[src/hdl/gwpe_pkg.sv]
// Package for the grain window phase and envelope block.
// Holds the fixed-point widths, register codes, reset values and payload types.
// Has no dependencies.
package gwpe_pkg;

   // Fixed-point format and sample address width.
   localparam int FRAC_BITS = 16;
   localparam int ADDR_BITS = 20;

   // Field and state widths.
   localparam int PHASE_W       = 40;
   localparam int POS_W         = 38;
   localparam int START_EXTRA_W = 37;
   localparam int PITCH_W       = 24;
   localparam int RATE_W        = 24;
   localparam int RPM_W         = 23;
   localparam int DRAW_W        = 16;
   localparam int Q_W           = FRAC_BITS + 1;
   localparam int OFFSET_W      = ADDR_BITS + 1;
   localparam int OFFQ_W        = OFFSET_W + FRAC_BITS;
   localparam int WLEN_W        = ADDR_BITS + FRAC_BITS;
   localparam int NORM_W        = PHASE_W + 2;
   localparam int MUL_B_W       = (RPM_W > ADDR_BITS) ? RPM_W : ADDR_BITS;
   localparam int MUL_W         = DRAW_W + MUL_B_W;
   localparam int CNT_W         = $clog2(FRAC_BITS);

   // Configuration port.
   localparam int CSR_DATA_W  = 24;
   localparam int CSR_INDEX_W = 3;

   localparam logic [CSR_INDEX_W-1:0] REG_WINDOW_LENGTH     = 3'd0;
   localparam logic [CSR_INDEX_W-1:0] REG_START_INDEX       = 3'd1;
   localparam logic [CSR_INDEX_W-1:0] REG_READ_OFFSET       = 3'd2;
   localparam logic [CSR_INDEX_W-1:0] REG_PLAYBACK_RATE     = 3'd3;
   localparam logic [CSR_INDEX_W-1:0] REG_RANDOM_PITCH_MAX  = 3'd4;
   localparam logic [CSR_INDEX_W-1:0] REG_RANDOM_START_SPAN = 3'd5;
   localparam logic [CSR_INDEX_W-1:0] REG_ATTACK_END        = 3'd6;
   localparam logic [CSR_INDEX_W-1:0] REG_DECAY_START       = 3'd7;

   // Unity in the progress and gain formats.
   localparam logic [Q_W-1:0] ONE_Q = Q_W'(1) << FRAC_BITS;

   // Register values after reset.
   localparam logic [ADDR_BITS-1:0] WINDOW_LENGTH_RST = ADDR_BITS'(19200);
   localparam logic [RATE_W-1:0]    PLAYBACK_RATE_RST = RATE_W'(65536);
   localparam logic [Q_W-1:0]       ATTACK_END_RST    = Q_W'(9830);
   localparam logic [Q_W-1:0]       DECAY_START_RST   = Q_W'(55706);

   typedef struct packed {
      logic [DRAW_W-1:0] pitch_draw;
      logic [DRAW_W-1:0] start_draw;
   } req_type;

   typedef struct packed {
      logic signed [POS_W-1:0] read_position;
      logic [Q_W-1:0]          gain;
      logic                    grain_restarted;
      logic [Q_W-1:0]          grain_progress;
   } rsp_type;

endpackage

[src/hdl/grain_window_phase_envelope.sv]
// Top level of the grain window phase and envelope block.
// Uses gwpe_pkg for widths, register codes and the payload types.
//
// Usage: each item on the req_ channel is one audio sample tick carrying a
// random pitch draw and a random start draw. For each item the block returns
// exactly one item on the rsp_ channel with the read position, the trapezoid
// envelope gain, the grain restart flag and the progress through the window.
// The block advances its phase, wraps it by one window length when the offset
// phase leaves the window, and then derives progress and gain.
// Both channels use valid and stall. The csr_ port writes the eight settings
// registers and must only be used while the block is idle.
// One shared restoring divide step unit computes progress when the grain does
// not wrap, and the gain ramp outside the hold region, one quotient bit per
// cycle. req_stall stays high from acceptance until the result is handed to
// the output register, so the block takes no new item before it is through
// with the last one.
// Reset restores the register defaults and clears the phase and grain state.
// A stalled result stays in the output register; the next item is still
// accepted and worked on, and it waits at the end until that register frees.
module grain_window_phase_envelope (
   input  logic                                  clock,
   input  logic                                  reset,
   input  logic                                  req_valid,
   output logic                                  req_stall,
   input  gwpe_pkg::req_type                     req_data,
   output logic                                  rsp_valid,
   input  logic                                  rsp_stall,
   output gwpe_pkg::rsp_type                     rsp_data,
   input  logic                                  csr_we,
   input  logic [gwpe_pkg::CSR_INDEX_W-1:0]      csr_index,
   input  logic [gwpe_pkg::CSR_DATA_W-1:0]       csr_wdata
);

   localparam int F = gwpe_pkg::FRAC_BITS;

   // Sequencer state codes.
   localparam logic [3:0] ST_IDLE = 4'd0;
   localparam logic [3:0] ST_ADV  = 4'd1;
   localparam logic [3:0] ST_NORM = 4'd2;
   localparam logic [3:0] ST_WRAP = 4'd3;
   localparam logic [3:0] ST_MULP = 4'd4;
   localparam logic [3:0] ST_MULS = 4'd5;
   localparam logic [3:0] ST_FDIV = 4'd6;
   localparam logic [3:0] ST_POS1 = 4'd7;
   localparam logic [3:0] ST_POS2 = 4'd8;
   localparam logic [3:0] ST_GSET = 4'd9;
   localparam logic [3:0] ST_GDIV = 4'd10;
   localparam logic [3:0] ST_DONE = 4'd11;

   // Settings registers.
   logic [gwpe_pkg::ADDR_BITS-1:0] wlen_reg_ff,   wlen_reg_in;
   logic [gwpe_pkg::ADDR_BITS-1:0] start_idx_ff,  start_idx_in;
   logic [gwpe_pkg::OFFSET_W-1:0]  offset_ff,     offset_in;
   logic [gwpe_pkg::RATE_W-1:0]    rate_ff,       rate_in;
   logic [gwpe_pkg::RPM_W-1:0]     pitch_max_ff,  pitch_max_in;
   logic [gwpe_pkg::ADDR_BITS-1:0] start_span_ff, start_span_in;
   logic [gwpe_pkg::Q_W-1:0]       attack_ff,     attack_in;
   logic [gwpe_pkg::Q_W-1:0]       decay_ff,      decay_in;

   // Architectural state carried between ticks.
   logic [gwpe_pkg::PHASE_W-1:0]       phase_ff,       phase_in;
   logic [gwpe_pkg::PITCH_W-1:0]       pitch_extra_ff, pitch_extra_in;
   logic [gwpe_pkg::START_EXTRA_W-1:0] start_extra_ff, start_extra_in;
   logic [gwpe_pkg::Q_W-1:0]           frac_ff,        frac_in;

   // Working registers of the sequencer.
   logic [3:0]                    state_ff, state_in;
   logic [gwpe_pkg::DRAW_W-1:0]   pdraw_ff, pdraw_in;
   logic [gwpe_pkg::DRAW_W-1:0]   sdraw_ff, sdraw_in;
   logic [gwpe_pkg::NORM_W-1:0]   base_ff,  base_in;
   logic [gwpe_pkg::PHASE_W-1:0]  ph_ff,    ph_in;
   logic [gwpe_pkg::NORM_W-1:0]   norm_ff,  norm_in;
   logic                          restart_ff, restart_in;
   logic [gwpe_pkg::PHASE_W-1:0]  pos_ff,   pos_in;
   logic                          decay_mode_ff, decay_mode_in;
   logic [gwpe_pkg::Q_W-1:0]      gain_ff,  gain_in;

   // Shared divide step unit.
   logic [gwpe_pkg::WLEN_W-1:0]   rem_ff, rem_in;
   logic [gwpe_pkg::WLEN_W-1:0]   div_ff, div_in;
   logic [F-1:0]                  quo_ff, quo_in;
   logic [gwpe_pkg::CNT_W-1:0]    cnt_ff, cnt_in;

   // Output register.
   logic              rsp_valid_ff, rsp_valid_in;
   gwpe_pkg::rsp_type rsp_data_ff,  rsp_data_in;

   // Combinational helpers.
   logic                          req_take;
   logic                          out_free;
   logic [gwpe_pkg::WLEN_W:0]     rem_shift;
   logic                          rem_ge;
   logic [gwpe_pkg::WLEN_W-1:0]   rem_step;
   logic [F-1:0]                  quo_step;
   logic                          div_last;
   logic [gwpe_pkg::WLEN_W-1:0]   wlen_q;
   logic [gwpe_pkg::OFFQ_W-1:0]   offset_q;
   logic [gwpe_pkg::RATE_W-1:0]   rate_word;
   logic [gwpe_pkg::PHASE_W-1:0]  rate_ext;
   logic [gwpe_pkg::DRAW_W-1:0]   mul_a;
   logic [gwpe_pkg::MUL_B_W-1:0]  mul_b;
   logic [gwpe_pkg::MUL_W-1:0]    mul_p;
   logic [gwpe_pkg::Q_W-1:0]      attack_clamp;
   logic [gwpe_pkg::Q_W-1:0]      decay_clamp;
   logic                          norm_neg;
   logic                          norm_over;

   assign req_take  = req_valid && !req_stall;
   assign req_stall = (state_ff != ST_IDLE);
   assign out_free  = !rsp_valid_ff || !rsp_stall;
   assign rsp_valid = rsp_valid_ff;
   assign rsp_data  = rsp_data_ff;

   // A zero window length behaves as one sample.
   assign wlen_q   = {((wlen_reg_ff == '0) ? gwpe_pkg::ADDR_BITS'(1) : wlen_reg_ff),
                      {F{1'b0}}};
   assign offset_q = {offset_ff, {F{1'b0}}};
   assign rate_word = rate_ff;
   assign rate_ext  = {{(gwpe_pkg::PHASE_W - gwpe_pkg::RATE_W){rate_word[gwpe_pkg::RATE_W-1]}},
                       rate_word};

   // The offset phase is compared against the window as a signed value.
   assign norm_neg  = norm_ff[gwpe_pkg::NORM_W-1];
   assign norm_over = !norm_neg &&
                      (norm_ff >= gwpe_pkg::NORM_W'(wlen_q));

   // Restoring division: the remainder always stays below the divisor.
   assign rem_shift = {rem_ff, 1'b0};
   assign rem_ge    = (rem_shift >= {1'b0, div_ff});
   assign rem_step  = rem_ge ? gwpe_pkg::WLEN_W'(rem_shift - {1'b0, div_ff})
                             : rem_shift[gwpe_pkg::WLEN_W-1:0];
   assign quo_step  = {quo_ff[F-2:0], rem_ge};
   assign div_last  = (cnt_ff == gwpe_pkg::CNT_W'(F - 1));

   // One multiplier serves both grain draws.
   assign mul_a = (state_ff == ST_MULP) ? pdraw_ff : sdraw_ff;
   assign mul_b = (state_ff == ST_MULP) ? gwpe_pkg::MUL_B_W'(pitch_max_ff)
                                        : gwpe_pkg::MUL_B_W'(start_span_ff);
   assign mul_p = gwpe_pkg::MUL_W'(mul_a) * gwpe_pkg::MUL_W'(mul_b);

   // Ramp points above one behave as one.
   assign attack_clamp = (attack_ff > gwpe_pkg::ONE_Q) ? gwpe_pkg::ONE_Q : attack_ff;
   assign decay_clamp  = (decay_ff  > gwpe_pkg::ONE_Q) ? gwpe_pkg::ONE_Q : decay_ff;

   // Settings write decoder.
   always_comb begin
      wlen_reg_in   = wlen_reg_ff;
      start_idx_in  = start_idx_ff;
      offset_in     = offset_ff;
      rate_in       = rate_ff;
      pitch_max_in  = pitch_max_ff;
      start_span_in = start_span_ff;
      attack_in     = attack_ff;
      decay_in      = decay_ff;
      if (csr_we) begin
         unique case (csr_index)
            gwpe_pkg::REG_WINDOW_LENGTH:
               wlen_reg_in = csr_wdata[gwpe_pkg::ADDR_BITS-1:0];
            gwpe_pkg::REG_START_INDEX:
               start_idx_in = csr_wdata[gwpe_pkg::ADDR_BITS-1:0];
            gwpe_pkg::REG_READ_OFFSET:
               offset_in = csr_wdata[gwpe_pkg::OFFSET_W-1:0];
            gwpe_pkg::REG_PLAYBACK_RATE:
               rate_in = csr_wdata[gwpe_pkg::RATE_W-1:0];
            gwpe_pkg::REG_RANDOM_PITCH_MAX:
               pitch_max_in = csr_wdata[gwpe_pkg::RPM_W-1:0];
            gwpe_pkg::REG_RANDOM_START_SPAN:
               start_span_in = csr_wdata[gwpe_pkg::ADDR_BITS-1:0];
            gwpe_pkg::REG_ATTACK_END:
               attack_in = csr_wdata[gwpe_pkg::Q_W-1:0];
            gwpe_pkg::REG_DECAY_START:
               decay_in = csr_wdata[gwpe_pkg::Q_W-1:0];
            default: ;
         endcase
      end
   end

   // Sequencer.
   always_comb begin
      state_in       = state_ff;
      pdraw_in       = pdraw_ff;
      sdraw_in       = sdraw_ff;
      base_in        = base_ff;
      ph_in          = ph_ff;
      norm_in        = norm_ff;
      restart_in     = restart_ff;
      pos_in         = pos_ff;
      decay_mode_in  = decay_mode_ff;
      gain_in        = gain_ff;
      rem_in         = rem_ff;
      div_in         = div_ff;
      quo_in         = quo_ff;
      cnt_in         = cnt_ff;
      phase_in       = phase_ff;
      pitch_extra_in = pitch_extra_ff;
      start_extra_in = start_extra_ff;
      frac_in        = frac_ff;
      rsp_valid_in   = rsp_valid_ff && rsp_stall;
      rsp_data_in    = rsp_data_ff;

      unique case (state_ff)
         ST_IDLE: begin
            if (req_take) begin
               pdraw_in = req_data.pitch_draw;
               sdraw_in = req_data.start_draw;
               // Window origin relative to the phase: read_offset - start_index.
               base_in  = gwpe_pkg::NORM_W'(
                  {{(gwpe_pkg::NORM_W - gwpe_pkg::OFFQ_W){offset_q[gwpe_pkg::OFFQ_W-1]}},
                   offset_q} - gwpe_pkg::NORM_W'({start_idx_ff, {F{1'b0}}}));
               state_in = ST_ADV;
            end
         end
         ST_ADV: begin
            ph_in    = gwpe_pkg::PHASE_W'(phase_ff + rate_ext
                                          + gwpe_pkg::PHASE_W'(pitch_extra_ff));
            state_in = ST_NORM;
         end
         ST_NORM: begin
            norm_in  = gwpe_pkg::NORM_W'(
                          {{(gwpe_pkg::NORM_W - gwpe_pkg::PHASE_W){ph_ff[gwpe_pkg::PHASE_W-1]}},
                           ph_ff} + base_ff);
            state_in = ST_WRAP;
         end
         ST_WRAP: begin
            // Set up the progress division; it is used only without a wrap.
            rem_in = norm_ff[gwpe_pkg::WLEN_W-1:0];
            div_in = wlen_q;
            quo_in = '0;
            cnt_in = '0;
            if (norm_over) begin
               ph_in      = gwpe_pkg::PHASE_W'(ph_ff - gwpe_pkg::PHASE_W'(wlen_q));
               restart_in = 1'b1;
               state_in   = ST_MULP;
            end else if (norm_neg) begin
               ph_in      = gwpe_pkg::PHASE_W'(ph_ff + gwpe_pkg::PHASE_W'(wlen_q));
               restart_in = 1'b1;
               state_in   = ST_MULP;
            end else begin
               restart_in = 1'b0;
               state_in   = ST_FDIV;
            end
         end
         ST_MULP: begin
            pitch_extra_in = gwpe_pkg::PITCH_W'(mul_p >> gwpe_pkg::DRAW_W);
            frac_in        = '0;
            state_in       = ST_MULS;
         end
         ST_MULS: begin
            start_extra_in = gwpe_pkg::START_EXTRA_W'({mul_p, {F{1'b0}}} >> gwpe_pkg::DRAW_W);
            state_in       = ST_POS1;
         end
         ST_FDIV: begin
            rem_in = rem_step;
            quo_in = quo_step;
            cnt_in = gwpe_pkg::CNT_W'(cnt_ff + 1'b1);
            if (div_last) begin
               frac_in  = gwpe_pkg::Q_W'(quo_step);
               state_in = ST_POS1;
            end
         end
         ST_POS1: begin
            phase_in = ph_ff;
            pos_in   = gwpe_pkg::PHASE_W'(ph_ff +
                          {{(gwpe_pkg::PHASE_W - gwpe_pkg::OFFQ_W){offset_q[gwpe_pkg::OFFQ_W-1]}},
                           offset_q});
            state_in = ST_POS2;
         end
         ST_POS2: begin
            pos_in   = gwpe_pkg::PHASE_W'(pos_ff + gwpe_pkg::PHASE_W'(start_extra_ff));
            state_in = ST_GSET;
         end
         ST_GSET: begin
            quo_in = '0;
            cnt_in = '0;
            if (frac_ff < attack_clamp) begin
               rem_in        = gwpe_pkg::WLEN_W'(frac_ff);
               div_in        = gwpe_pkg::WLEN_W'(attack_clamp);
               decay_mode_in = 1'b0;
               state_in      = ST_GDIV;
            end else if (frac_ff > decay_clamp) begin
               rem_in        = gwpe_pkg::WLEN_W'(frac_ff - decay_clamp);
               div_in        = gwpe_pkg::WLEN_W'(gwpe_pkg::ONE_Q - decay_clamp);
               decay_mode_in = 1'b1;
               state_in      = ST_GDIV;
            end else begin
               gain_in  = gwpe_pkg::ONE_Q;
               state_in = ST_DONE;
            end
         end
         ST_GDIV: begin
            rem_in = rem_step;
            quo_in = quo_step;
            cnt_in = gwpe_pkg::CNT_W'(cnt_ff + 1'b1);
            if (div_last) begin
               gain_in  = decay_mode_ff ? gwpe_pkg::Q_W'(gwpe_pkg::ONE_Q - gwpe_pkg::Q_W'(quo_step))
                                        : gwpe_pkg::Q_W'(quo_step);
               state_in = ST_DONE;
            end
         end
         ST_DONE: begin
            // Hand the item over once the output register is free.
            if (out_free) begin
               rsp_valid_in                = 1'b1;
               rsp_data_in.read_position   = pos_ff[gwpe_pkg::POS_W-1:0];
               rsp_data_in.gain            = gain_ff;
               rsp_data_in.grain_restarted = restart_ff;
               rsp_data_in.grain_progress  = frac_ff;
               state_in                    = ST_IDLE;
            end
         end
         default: begin
            state_in = ST_IDLE;
         end
      endcase
   end

   // Control and architectural state.
   always_ff @(posedge clock) begin
      if (reset) begin
         state_ff       <= ST_IDLE;
         rsp_valid_ff   <= 1'b0;
         wlen_reg_ff    <= gwpe_pkg::WINDOW_LENGTH_RST;
         start_idx_ff   <= '0;
         offset_ff      <= '0;
         rate_ff        <= gwpe_pkg::PLAYBACK_RATE_RST;
         pitch_max_ff   <= '0;
         start_span_ff  <= '0;
         attack_ff      <= gwpe_pkg::ATTACK_END_RST;
         decay_ff       <= gwpe_pkg::DECAY_START_RST;
         phase_ff       <= '0;
         pitch_extra_ff <= '0;
         start_extra_ff <= '0;
         frac_ff        <= '0;
      end else begin
         state_ff       <= state_in;
         rsp_valid_ff   <= rsp_valid_in;
         wlen_reg_ff    <= wlen_reg_in;
         start_idx_ff   <= start_idx_in;
         offset_ff      <= offset_in;
         rate_ff        <= rate_in;
         pitch_max_ff   <= pitch_max_in;
         start_span_ff  <= start_span_in;
         attack_ff      <= attack_in;
         decay_ff       <= decay_in;
         phase_ff       <= phase_in;
         pitch_extra_ff <= pitch_extra_in;
         start_extra_ff <= start_extra_in;
         frac_ff        <= frac_in;
      end
   end

   // Working and payload registers.
   always_ff @(posedge clock) begin
      pdraw_ff      <= pdraw_in;
      sdraw_ff      <= sdraw_in;
      base_ff       <= base_in;
      ph_ff         <= ph_in;
      norm_ff       <= norm_in;
      restart_ff    <= restart_in;
      pos_ff        <= pos_in;
      decay_mode_ff <= decay_mode_in;
      gain_ff       <= gain_in;
      rem_ff        <= rem_in;
      div_ff        <= div_in;
      quo_ff        <= quo_in;
      cnt_ff        <= cnt_in;
      rsp_data_ff   <= rsp_data_in;
   end

endmodule

[config.mk]
export PLATFORM = sky130hd
export DESIGN_NAME = grain_window_phase_envelope
export DESIGN_NICKNAME = d
export VERILOG_FILES = /design/src/hdl/gwpe_pkg.sv /design/src/hdl/grain_window_phase_envelope.sv
export SDC_FILE = /design/constraint.sdc
export NUM_CORES = 2
export LEC_CHECK = 0
export BUFFER_PORTS_ARGS = -buffer_cell sky130_fd_sc_hd__buf_2
export CAP_MARGIN = 20
export CORE_MARGIN = 2
export CORE_UTILIZATION = 55
export DETAILED_ROUTE_END_ITERATION = 12
export PLACE_DENSITY = 0.81
export SYNTH_ARGS = -nofsm -noshare
export SYNTH_HDL_FRONTEND = slang
export SYNTH_SLANG_ARGS = --single-unit
[constraint.sdc]
create_clock -name clock -period 8.3 [get_ports clock]
set_input_delay 0 -clock clock [delete_from_list [all_inputs] [get_ports clock]]
set_output_delay 0 -clock clock [all_outputs]
set_load 0.02 [all_outputs]
* Word level (Yosys, flattened, before mapping)
Index checks and enable logic that the tools add are counted.
** Operators by class
- Add/subtract/negate cells :: 13
- Multiply operators :: 1
- Div/mod/pow operators :: 0
- $lt $le $gt $ge :: 6
- Equality and inequality tests :: 27
- Shifts and indexed selects :: 0
- Multiplexer cells :: 38
- Bitwise operators :: 0
- Reduce and logical (&&, ||, !) cells :: 39
** Operators with widths (count)
- $mux 36 :: 5
- $pmux 40 s2 :: 2
- $mux 17 :: 7
- $pmux 36 s3 :: 1
- $add 40x40->40 :: 2
- $mux 40 :: 2
- $pmux 36 s2 :: 1
- $pmux 17 s2 :: 2
- $pmux 4 s12 :: 1
- $add 42x42->42 :: 1
- $ge 42x36->1 :: 1
- $add 40x23->40 :: 1
- $add 40x36->40 :: 1
- $add 40x37->40 :: 1
- $sub 40x36->40 :: 1
- $mul 16x23->39 :: 1
- $sub 37x37->38 :: 1
- $ge 37x36->1 :: 1
- $sub 36x36->36 :: 1
- $gt 17x17->1 const B :: 2
- $pmux 15 s2 :: 1
- $reduce_and 2->1 :: 15
- $mux 23 :: 1
- $eq 4x4->1 const B :: 5
- other kinds (31) :: 67
** Storage, ports and cells
- Bits in registers :: 663
- Bits in latches :: 0
- Memory bits (writable) :: 0
- Memory bits (read-only) :: 0
- Bits of input ports :: 64
- Output and inout bits :: 75
- Word-level logic and storage cells :: 155
- Memories kept :: 0

* Logic depth before layout (Yosys ltp)
- Word-level depth :: 6
- Mapped depth :: 31

* Worst setup path before layout
OpenSTA, ideal clock, no wires.
- Kind :: register -> register
- Start point :: register state_ff[1]
- End point :: register start_extra_ff[36] in the netlist's numbering
- Setup time :: 0.137 ns
- Data arrival time :: 7.752 ns
- Required time :: 8.163 ns
- Slack :: 0.410 ns
- Stages on the path, launching flop included :: 30
- Path buffers :: 4
- Period minus slack after synthesis :: 7.890 ns
- Cell sequence :: dfxtp_1 clkbuf_1 nand2b_1 nor3_1 clkbuf_1 mux2i_1 clkbuf_1 nor2_1 fa_1 inv_1 fa_1 inv_1 ha_1 fa_1 inv_1 fa_1 fa_1 inv_1 ha_1 clkbuf_1 a2111o_1 a311o_1 a221oi_1 or2_2 a31oi_1 a22oi_1 o21ai_0 o32ai_1 xor2_1 a211oi_1
** On the way
- Cells in the longest elaborated chain, start to end :: 3
- Elaborated cells between the ends (all ways) :: 5
- Those cells by class :: mul: 1; eq/ne: 2; mux: 2
** RTL lines
- start: declaration :: line grain_window_phase_envelope.sv:67 : logic [3:0] state_ff, state_in;
- start signal: assignment :: line grain_window_phase_envelope.sv:335 : state_ff <= state_in;
- $eq 4x3->1 :: line grain_window_phase_envelope.sv:136, grain_window_phase_envelope.sv:137
- $mux 16 / $mux 23 (equally long branches) :: line grain_window_phase_envelope.sv:136, grain_window_phase_envelope.sv:137
- $mul 16x23->39 :: line grain_window_phase_envelope.sv:139 : assign mul_p = gwpe_pkg::MUL_W'(mul_a) * gwpe_pkg::MUL_W'(mul_b);
- end signal: assignment :: line grain_window_phase_envelope.sv:347 : start_extra_ff <= start_extra_in;
- end: declaration :: line grain_window_phase_envelope.sv:63 : logic [gwpe_pkg::START_EXTRA_W-1:0] start_extra_ff, start_extra_in;
Parallel ways exist; a longest one is shown, timed or not.
A chain may end at the register's enable or synchronous reset.

* Worst setup path in the final report
- Start point :: register state_ff[1]
- End point :: register pitch_extra_ff[20] in the netlist's numbering
** On the way
- Cells in the longest elaborated chain, start to end :: 3
- Elaborated cells between the ends (all ways) :: 4
- Those cells by class :: mul: 1; eq/ne: 1; mux: 2
** RTL lines
- $eq 4x3->1 * :: line grain_window_phase_envelope.sv:136, grain_window_phase_envelope.sv:137, grain_window_phase_envelope.sv:201
- $mux 16 / $mux 23 (equally long branches) :: line grain_window_phase_envelope.sv:136, grain_window_phase_envelope.sv:137
- $mul 16x23->39 :: line grain_window_phase_envelope.sv:139
- end signal: assignment :: line grain_window_phase_envelope.sv:346 : pitch_extra_ff <= pitch_extra_in;
- end: declaration :: line grain_window_phase_envelope.sv:62 : logic [gwpe_pkg::PITCH_W-1:0] pitch_extra_ff, pitch_extra_in;
Mark *: on every way between the ends. The rest lies on a longest branch, timed or not.

==> metrics.txt <==
status complete, no violations; Horiz. Die Dim 300 um; Worst Skew 0.0594 ns; Main synth FF type edfxtp_1; initial antenna violation count 5; Post-Layout Cell Count 6787; 1st-iter DRT viols 4298; EDFF count, synth 356; Layout Nets 6339; Data arrival, critical path 8.47 ns; IO buf count 137; async set-reset flop share out of synthesis 0%; clock slew at reported path FFs 0.06 ns; die height 300 um; Seq/Total Area, Yosys 33.9%; leakage 23.1 nW; largest net degree at the start of global routing 247; vias in the first global route 39700; CORE AREA 0.0869 mm^2; CP Class reg -> reg; Worst Tran Pin Value 1.11 ns; Avg WL per Cell 21.7 um; max cap viols 0; area share of the largest cell type after synthesis 22.1%; global-route wire length before repair 227 mm; DRT antenna net count 0; DRT Wirelength 147 mm; CP endpoint kind flip-flop; RSZ-0062 raised after global routing true; Avg Cell Area, Syn 8.91 um^2; synthesized flop and latch total 639; Max clock buf depth 3; fin crit share 96.3%; main area contributors after synthesis edfxtp_1 22%, fa_1 13%, dfxtp_1 12%, ha_1 9.9%, nand2_1 8.1%; critical path startpoint category flip-flop; ANT cells 0; Synth Cell Area 0.0483 mm^2; gr ovfl total 0; Area Growth Syn to Fin 11.0%; Via density 6.00; layout cell share with drive strength beyond 1 7.05%; area leader, netlist edfxtp_1; Post-route DRC 0; Hold Crit Class in -> reg; worst path required time 8.78 ns; Final Total Pwr 0.00994 W; relative slew slack 26.0%; worst hold margin 0.0388 ns; total power per unit cell area 185 mW/mm^2; Place WS 0.258 ns; CTS Root Cell clkbuf_16; Finish-stage setup viols 0; Synth cell types 81; Clock H-tree levels 3; Core Util, Final 61.7%; Final Slew Violations 0; DPL Wire Length 112 mm; total number of vias 40700; FMAX 125 MHz; global router's overall resource usage 32.6%; Initial Util 55.6%; worst vdd ir 0.181 mV; Yosys warnings 0; die area 0.0902 mm^2; row cnt 108; placed instance count 6579; fin crit period 7.99 ns; 1st-pass router iterations 8; worst-skew pair later-pin latency 0.68 ns; CTS tree done; CP Max Fanout 61; Final GP Congestion 1.00; CTS Buf Count 73; final setup margin 0.310 ns; Mapped Cells 5421; Syn Nets 6189; Fin. Hold Viols 0; clk sinks 639; top-level I/O count 139
## final timing paths
check,start,endpoint,slack [ns],cells after the start
setup reg to reg,state_ff[1]$_SDFFE_PP0P_,pitch_extra_ff[20]$_SDFFE_PP0P_,0.31,25
hold reg to reg,gain_ff[2]$_SDFFCE_PN0P_,rsp_data[20]$_DFFE_PP_,0.42,0
setup / recovery,state_ff[1]$_SDFFE_PP0P_,pitch_extra_ff[20]$_SDFFE_PP0P_,0.31,25
hold / removal,req_data[30],pdraw_ff[14]$_DFFE_PP_,0.04,2
## final cells by class
class	count	area (um^2)
Clock buffer	91	1940
Clock inverter	45	568
Fill cell	7266	33300
Inverter	494	1850
Multi-Input combinational cell	4059	29300
Sequential cell	639	16400
Tap cell	1155	1450
Timing Repair Buffer	304	2180
## logic make-up (layout without fill, tap and decap cells)
family	count (synthesis)	in the layout	synth area share [%]
compound gates	1133	1133	14.3
xor+xnor	256	256	4.64
fa+ha+maj	704	704	23.3
buf+inv	723	934	5.76
flops	639	639	33.9
mux	47	47	0.976
other cells	1	1	0.00776
simple gates	1918	1918	17.2
## power breakdown
part	internal [W]	switching [W]
logic	0.000937	0.00168
clock network	0.00194	0.00143
registers	0.00371	0.000249
## layer usage
layer / global-route usage [%] / vias to the layer above / wire length, um
li1: - / 18700 / -
met3: 5.64 / 374 / 14000
met5: 0 / - / 38
met2: 51.9 / 2032 / 66800
met1: 43.5 / 19500 / 59100
met4: 15.2 / 6 / 7500
## cells in the final DEF (no fill, tap or decap), types with 17 or more instances in the layout
cell type,Yosys,routed
a21oi_1,506,504
fa_1,323,323
o21ai_0,191,190
a31oi_1,41,41
a21o_1,105,105
clkbuf_16,0,74
buf_2,0,136
nand2_1,1045,1035
o21a_1,36,36
xnor2_1,152,152
xor2_1,104,104
dfxtp_1,283,283
nand2b_1,59,59
nand3b_1,27,27
o211ai_1,18,18
nor2b_1,42,42
nor3_1,69,63
and3_1,47,46
inv_1,491,491
and2_1,32,32
buf_4,1,92
a221oi_1,21,20
mux2i_1,46,45
o31ai_1,27,27
ha_1,381,381
dlygate4sd3_1,1,71
nand3_1,91,91
or3_1,19,19
nor2_1,391,388
nor4_1,18,17
a211oi_1,46,46
o21bai_1,28,28
edfxtp_1,356,356
nand4_1,27,27
## metrics by stage
step | area, um^2 | TNS, ns
after global routing | 53600 | -0.0264
after CTS | 53600 | 0
after floorplan | 48300 | 0
final | 53600 | 0
after detailed placement | 50300 | 0
after global placement | 50300 | 0
## synth_stat cells, types with 21 or more instances
cell / number
a211oi_1: 46
nor2_1: 391
clkbuf_1: 198
a221oi_1: 21
nand4_1: 27
dfxtp_1: 283
o21bai_1: 28
and3_1: 47
ha_1: 381
xnor2_1: 152
nand2_1: 1045
o21ai_0: 191
nand2b_1: 59
xor2_1: 104
nand3_1: 91
o31ai_1: 27
and2_1: 32
mux2i_1: 46
fa_1: 323
a21oi_1: 506
a21o_1: 105
nand3b_1: 27
nor3_1: 69
nor2b_1: 42
inv_1: 491
edfxtp_1: 356
o21a_1: 36
a31oi_1: 41
## flip-flops by register name, summed over array words and instances, names as in the netlist, 24 cells and up
register / count
pos_ff: 38
rem_ff: 36
phase_ff: 40
ph_ff: 40
norm_ff: 42
rate_ff: 24
start_extra_ff: 37
div_ff: 36
rsp_data: 72
## critical path, stage by stage, from the launching register on
cell	delay [ns]
dfxtp_1	0.34
nand2b_1	0.21
nor3_2	0.22
buf_12	0.29
nand2_1	0.11
nand2_1	0.33
nand2_1	0.15
fa_1	0.56
inv_1	0.06
fa_1	0.48
fa_1	0.53
fa_1	0.55
fa_1	0.55
inv_1	0.06
fa_1	0.54
inv_1	0.04
ha_1	0.36
a21o_1	0.18
a221oi_1	0.39
a2bb2oi_1	0.28
a31oi_1	0.23
a22oi_2	0.32
o21ai_0	0.18
o32ai_1	0.35
xor2_1	0.24
a211oi_1	0.10
## what timing repair did
item,4_1_cts,5_1_grt
setup buffers,0,0
hold endpoints to repair,263,0
hold buffers,71,0
resized for setup,0,14
endpoints found under the setup margin,0,14
Power figures use the tool's default switching activity.
